## config.mk

```make
export PLATFORM = sky130hd
export DESIGN_NAME = cfir_mac
export DESIGN_NICKNAME = d
export VERILOG_FILES = /design/src/hw/rtl/cfir_pkg.sv /design/src/hw/rtl/cfir_mac.sv
export SDC_FILE = /design/constraint.sdc
export NUM_CORES = 1
export LEC_CHECK = 0
export BUFFER_PORTS_ARGS = -buffer_cell sky130_fd_sc_hd__buf_2
export CELL_PAD_IN_SITES_DETAIL_PLACEMENT = 2
export CELL_PAD_IN_SITES_GLOBAL_PLACEMENT = 2
export CORE_MARGIN = 4
export CORE_UTILIZATION = 35
export DETAILED_ROUTE_END_ITERATION = 16
export PLACE_DENSITY = 0.78
export SETUP_SLACK_MARGIN = 0.3
export SLEW_MARGIN = 15
export SYNTH_ARGS = -nofsm -noshare
export SYNTH_HDL_FRONTEND = slang
export SYNTH_SLANG_ARGS = --single-unit
```

## constraint.sdc

```tcl
create_clock -name i_clk -period 13 [get_ports i_clk]
set_clock_uncertainty 0.05 [all_clocks]
set_input_delay 3.25 -clock i_clk [delete_from_list [all_inputs] [get_ports i_clk]]
set_output_delay 3.25 -clock i_clk [all_outputs]
set_load 0.01 [all_outputs]
```

## src/hw/rtl/cfir_pkg.sv

```systemverilog
// ----------------------------------------------------------------------------
// cfir_pkg
// Shared types and constants for the causal convolution FIR filter.
// ----------------------------------------------------------------------------
package cfir_pkg;

    localparam int TAPS   = 1024;
    localparam int IDX_W  = 10;
    localparam int TAP_W  = 16;
    localparam int SMP_W  = 16;
    localparam int OUT_W  = 48;
    localparam int ADDR_W = $clog2(TAPS);
    localparam int CNT_W  = $clog2(TAPS + 1);
    localparam int PROD_W = TAP_W + SMP_W + 1;
    localparam int ACC_W  = (PROD_W + CNT_W > OUT_W + 1) ? PROD_W + CNT_W : OUT_W + 1;
    localparam int CMP_W  = ((IDX_W > ADDR_W) ? IDX_W : ADDR_W) + 1;

    localparam logic [1:0] CMD_LOAD  = 2'd0;
    localparam logic [1:0] CMD_PUSH  = 2'd1;
    localparam logic [1:0] CMD_CLEAR = 2'd2;

    localparam logic signed [OUT_W-1:0] OUT_MAX = {1'b0, {(OUT_W - 1){1'b1}}};
    localparam logic signed [OUT_W-1:0] OUT_MIN = {1'b1, {(OUT_W - 1){1'b0}}};

    typedef struct packed {
        logic [1:0]              command;
        logic [IDX_W-1:0]        tap_index;
        logic signed [TAP_W-1:0] tap_value;
        logic [SMP_W-1:0]        sample_value;
    } t_in_item;

    typedef struct packed {
        logic signed [OUT_W-1:0] filtered_value;
        logic [IDX_W-1:0]        sample_position;
    } t_out_item;

    typedef struct packed {
        logic valid;
        logic first;
        logic last;
    } t_mac_ctl;

    typedef enum logic [1:0] {
        S_IDLE,
        S_RUN,
        S_DRAIN,
        S_DONE
    } t_state;

endpackage

```

## src/hw/rtl/cfir_mac.sv

```systemverilog
// ----------------------------------------------------------------------------
// cfir_mac
// Pipelined multiply-accumulate unit with a saturated 48-bit result.
// ----------------------------------------------------------------------------
module cfir_mac
    import cfir_pkg::*;
(
    input  logic                     i_clk,
    input  logic                     i_rst_n,
    input  t_mac_ctl                 i_ctl,
    input  logic signed [TAP_W-1:0]  i_kernel,
    input  logic [SMP_W-1:0]         i_sample,
    output logic                     o_done,
    output logic signed [OUT_W-1:0]  o_sum
);

    t_mac_ctl                  r_pctl;
    logic signed [PROD_W-1:0]  r_prod;
    logic signed [ACC_W-1:0]   r_acc;
    logic signed [ACC_W-1:0]   n_acc;
    logic                      r_done;

    always_comb begin
        n_acc = r_acc;
        if (r_pctl.valid) begin
            n_acc = (r_pctl.first ? ACC_W'(0) : r_acc) + ACC_W'(r_prod);
        end
    end

    always_ff @(posedge i_clk) begin
        if (!i_rst_n) begin
            r_pctl <= '0;
            r_done <= 1'b0;
        end else begin
            r_pctl <= i_ctl;
            r_done <= r_pctl.valid && r_pctl.last;
        end
    end

    always_ff @(posedge i_clk) begin
        r_prod <= i_kernel * $signed({1'b0, i_sample});
        r_acc  <= n_acc;
    end

    always_comb begin
        if (r_acc > ACC_W'(OUT_MAX)) begin
            o_sum = OUT_MAX;
        end else if (r_acc < ACC_W'(OUT_MIN)) begin
            o_sum = OUT_MIN;
        end else begin
            o_sum = OUT_W'(r_acc);
        end
    end

    assign o_done = r_done;

endmodule

```

Word level (Yosys, flattened, before mapping) --
Cells that the tools add are included.
Storage, ports and cells: register bits 86, output and inout port bits 49
Operators by class: $add $sub $neg 1, multiply operators 1, order comparisons 2, muxes and demuxes 3, reductions and logical operators 1
Operator list (number):
- 48-bit 2-to-1 mux | 2
- 49-bit by 33-bit adder with 49-bit output | 1
- 49-bit by 48-bit > comparator with 1-bit output, second input constant | 1
- 49-bit by 48-bit < comparator with 1-bit output, second input constant | 1
- 49-bit 2-to-1 mux | 1
- 16-bit by 17-bit multiplier with 33-bit output | 1
- 1-bit logical AND | 1

Logic depth before layout (Yosys ltp) --
depth after elaboration 3, depth in mapped cells 24

Worst setup path after synthesis --
OpenSTA, ideal clock, no wires.
path kind input to register, start point input i_kernel[10], end point register r_prod[31], setup time 118 ps, arrival time 8830 ps, data required time 12832 ps, slack 4002 ps, cell stages on the path 21, buffers on the path 2, path through clkbuf_1 nand2_1 fa_1 inv_1 fa_1 fa_1 fa_1 fa_1 inv_1 fa_1 inv_1 ha_1 clkbuf_1 a21oi_1 o21ai_1 a221oi_2 o221ai_1 o311ai_1 nand2b_1 a311o_1 xor2_1
On the way: word-level cells in the longest chain between the ends 1
Ends and longest elaborated chain:
- start: declaration | line cfir_mac.sv:11 | input logic signed [TAP_W-1:0] i_kernel,
- 16-bit by 17-bit multiplier with 33-bit output | line cfir_mac.sv:41 | r_prod <= i_kernel * $signed({1'b0, i_sample});
- end signal: assignment | line cfir_mac.sv:41
- end: declaration | line cfir_mac.sv:18 | logic signed [PROD_W-1:0] r_prod;
Every way passes these cells. A chain may end at the register's enable or synchronous reset.

Worst setup path in the final report --
start point input i_kernel[15], end point register r_prod[31]
Same word-level chain as after synthesis.

==> results summary <==
Synthesis handed over a netlist of 1743 instances. The first global-routing pass estimated 76.0 mm of wire. The worst-path maximum fanout is 12. The number of sinks on the clock net came out at 86. The number of top-level pins is 86. The via count of the first global-routing pass is 13900. Entering global routing, the biggest net connects 70 pins. Headroom to the max-slew limit came out at 0.399.

The type of element capturing the critical path is a flop. The max-slew violation count came out at 0. After clock tree synthesis, the clock-pin slew on the worst setup and hold paths is 60 ps. Synthesis inferred 86 register bits. In the routed design, unresolved DRC markers number 0. The number of max-cap violations is 0. The number of clock buffers inserted by TritonCTS is 9. For this configuration, the core starts out at a cell density of 0.354.

The number of gates resized after CTS was 0. The average instance in the mapped netlist occupies about 8.5 um2. The peak clock frequency supported by timing is 110 MHz.

The number of vias per cell after detailed routing is 5.17. The number of filler cells placed in the layout is 4781. The count of endpoints failing setup in the final report is 0. The most frequently used flop master after synthesis is edfxtp_1.

Detailed routing inserted a total of 11900 vias. The clock latency at the later pin of the worst-skew pair is 360 ps. The register area is 0.00221 mm2. The mapped cell area is 0.0148 mm2. The number of antenna violations at the first check in global routing came out at 0.

The routed design could run at a clock period as short as a little over 9000 ps. The final routed wire length divided by cell count is 19.7 um. Synthesis produced a netlist with a net count of 2145. The maximum level of the CTS H-tree came out at 3. Dividing the final minimum period by the clock period gives 0.700. The multi-input gate area in the final layout is 0.0114 mm2.

The antenna violation net count after detailed routing is 0. In this run, distinct cell masters in the synthesized netlist total 68. The count of endpoints failing hold in the final timing report is 0. The floorplan die width came out at 214 um. The path class of the lowest-slack min-delay path is flop to flop. The repair_antennas step left the layout with diodes totalling 0. The number of warning messages in the yosys log came out at 0. The worst endpoint data arrival time came out at a little over 9000 ps.

The worst setup path is of the input pin to flop kind. The number of cell rows is 75. The layout-stage area growth over the synthesis result is 7.52%.

In this run the clock root is driven by a clkbuf_16. The height of the die is around 210 um. The critical path required time came out at 13210 ps. The HPWL after detailed placement is 38.1 mm. The clock passes through at most 2 buffers. The area of the core region is around 0.042 mm2.

Summed over all layers, the global routing overflow is 0. The wire length reported by the detailed router is 45.5 mm. The count of input and output buffers came out at between 80 and 90. In the final layout, the share of cells above drive strength 1 is 0.0684. The actual transition at the worst max-transition pin came out at roughly 900 ps.

The number of buffers inserted to repair setup after CTS came out at 0. The run finished with clean final reports. The overall die area is 0.0458 mm2. The utilization after layout is 0.381. The number of detailed-route iterations in the first pass is 4. The sequential share of the synthesized area came out at 0.149. The violation count after the first detailed-routing iteration is roughly 500. TritonCTS built the clock tree. Setup repair after global routing left no endpoint under its margin. The routability congestion estimate from global placement came out at 0.832. The net total in the final layout is 2167.

The worst setup path is launched from an input pin. The post-synthesis async set-or-reset flop share came out at 0. The number of buffers added to fix hold violations after cts is 0. The global-route total usage across every layer came out at 0.203. Adding up every negative setup slack in the final design gives 0 ps.

In this run, synthesis inferred 49 flip-flops with an integrated enable.
==> flip-flops by register name, indices dropped and copies added, names as in the netlist <==
register  cells
r_prod       33
o_done        1
r_acc        49
r_pctl        3
==> cell families (layout without fill, tap and decap cells) <==
family / count (synthesis) / after routing / share of synthesized area
AO/OA/AOI/OAI: 293 / 293 / 0.124
XOR/XNOR: 73 / 73 / 0.0431
adder cells (fa/ha/maj): 365 / 365 / 0.406
buffers and inverters: 334 / 361 / 0.0848
flip-flops: 86 / 86 / 0.149
multiplexers: 1 / 1 / 0.000674
AND/OR/NAND/NOR: 591 / 591 / 0.192
==> through the flow <==
stage | instances | instance area, um2 | setup slack [ps] | hold WS, ps
6_report | 2309 | 16000 | 3900 | 407
5_1_grt | 2309 | 16000 | 3530 | 439
4_1_cts | 2309 | 16000 | 3900 | 414
3_5_place_dp | 2293 | 15700 | 3510 | 402
3_3_place_gp | 2293 | 15700 | 3610 | 390
2_1_floorplan | 1743 | 14800 | 4000 | 379
==> critical path: stages <==
cell,delay [ps]
buf_2,170
inv_1,350
nor2_1,130
fa_1,520
fa_1,440
fa_1,540
fa_1,520
fa_1,550
inv_1,60
fa_1,530
inv_1,40
ha_1,380
a21oi_1,240
o21ai_1,130
a221oi_2,270
o221ai_1,240
o311ai_1,300
nand2b_1,150
a311o_1,350
xor2_1,140
==> cell type report <==
cell class,count,area share
Multi-Input combinational cell,1323,0.713
Timing Repair Buffer,89,0.0285
Sequential cell,86,0.139
Tap cell,539,0.0423
Inverter,256,0.0602
Clock buffer,10,0.0143
Clock inverter,6,0.00329
==> layer usage <==
metal,global-route usage,vias to the layer above,part of all wire
met2,0.356,131,0.49
li1,-,5645,-
met4,0.0447,0,0.015
met1,0.275,6120,0.47
met3,0.0179,30,0.021
met5,0,-,0
==> cells in the final DEF (no fill, tap or decap), types with 3 or more instances in the layout <==
cell,synthesis,final
nand2_1,224,224
edfxtp_1,49,49
buf_2,1,85
o21ai_0,92,92
o21ai_2,3,3
o21bai_1,11,11
o21ai_1,9,9
a21o_1,29,29
nor2b_1,53,53
clkinv_2,0,3
nand3_1,12,12
o31ai_1,3,3
and3_1,7,7
dfxtp_1,37,35
nor2_1,111,111
a31oi_1,8,8
a2111oi_0,5,5
a311oi_1,3,3
inv_1,256,256
clkbuf_16,0,9
nor3_1,12,12
xnor2_1,47,47
fa_1,195,195
ha_1,170,170
nand2b_1,14,14
o21a_1,13,13
a211oi_1,8,8
nand4_1,18,18
xor2_1,26,26
and2_1,128,128
buf_4,1,4
a21oi_1,76,76
a21oi_2,3,3
==> path summary, 6_finish.rpt <==
kind	startpoint	cells past startpoint	slack (ps)	end
worst max-delay path	i_kernel[15]	20	3900	r_prod[31]
worst min-delay path	r_pctl[0]	1	410	o_done
worst max register to register	r_pctl[1]	14	9130	r_acc[34]
worst min register to register	r_pctl[0]	1	410	o_done
==> cell usage after synthesis (all sizes together), types with 4 or more instances <==
master	n	area, um2
o21a	13	97.6
o21bai	11	82.6
nand2	224	841
nand3	12	60.1
inv	256	961
and2	128	801
a211oi	9	72.6
o31ai	5	47.5
nor3	12	60.1
a21oi	79	407
fa	195	3900
nor2	111	417
a31oi	8	50.1
o21ai	104	532
clkbuf	74	278
nand4	18	113
xnor2	47	412
dfxtp	37	741
and3	7	43.8
o311ai	4	42.6
nor2b	53	332
nand2b	14	87.6
a21o	29	218
edfxtp	49	1470
a2111oi	6	58.8
ha	170	2130
a311oi	4	41.3
xor2	26	228
buf	4	20.0
Power is left out: the tool's default activity adds up to more than one toggle a clock period on the data nets, which glitch-free logic cannot reach.
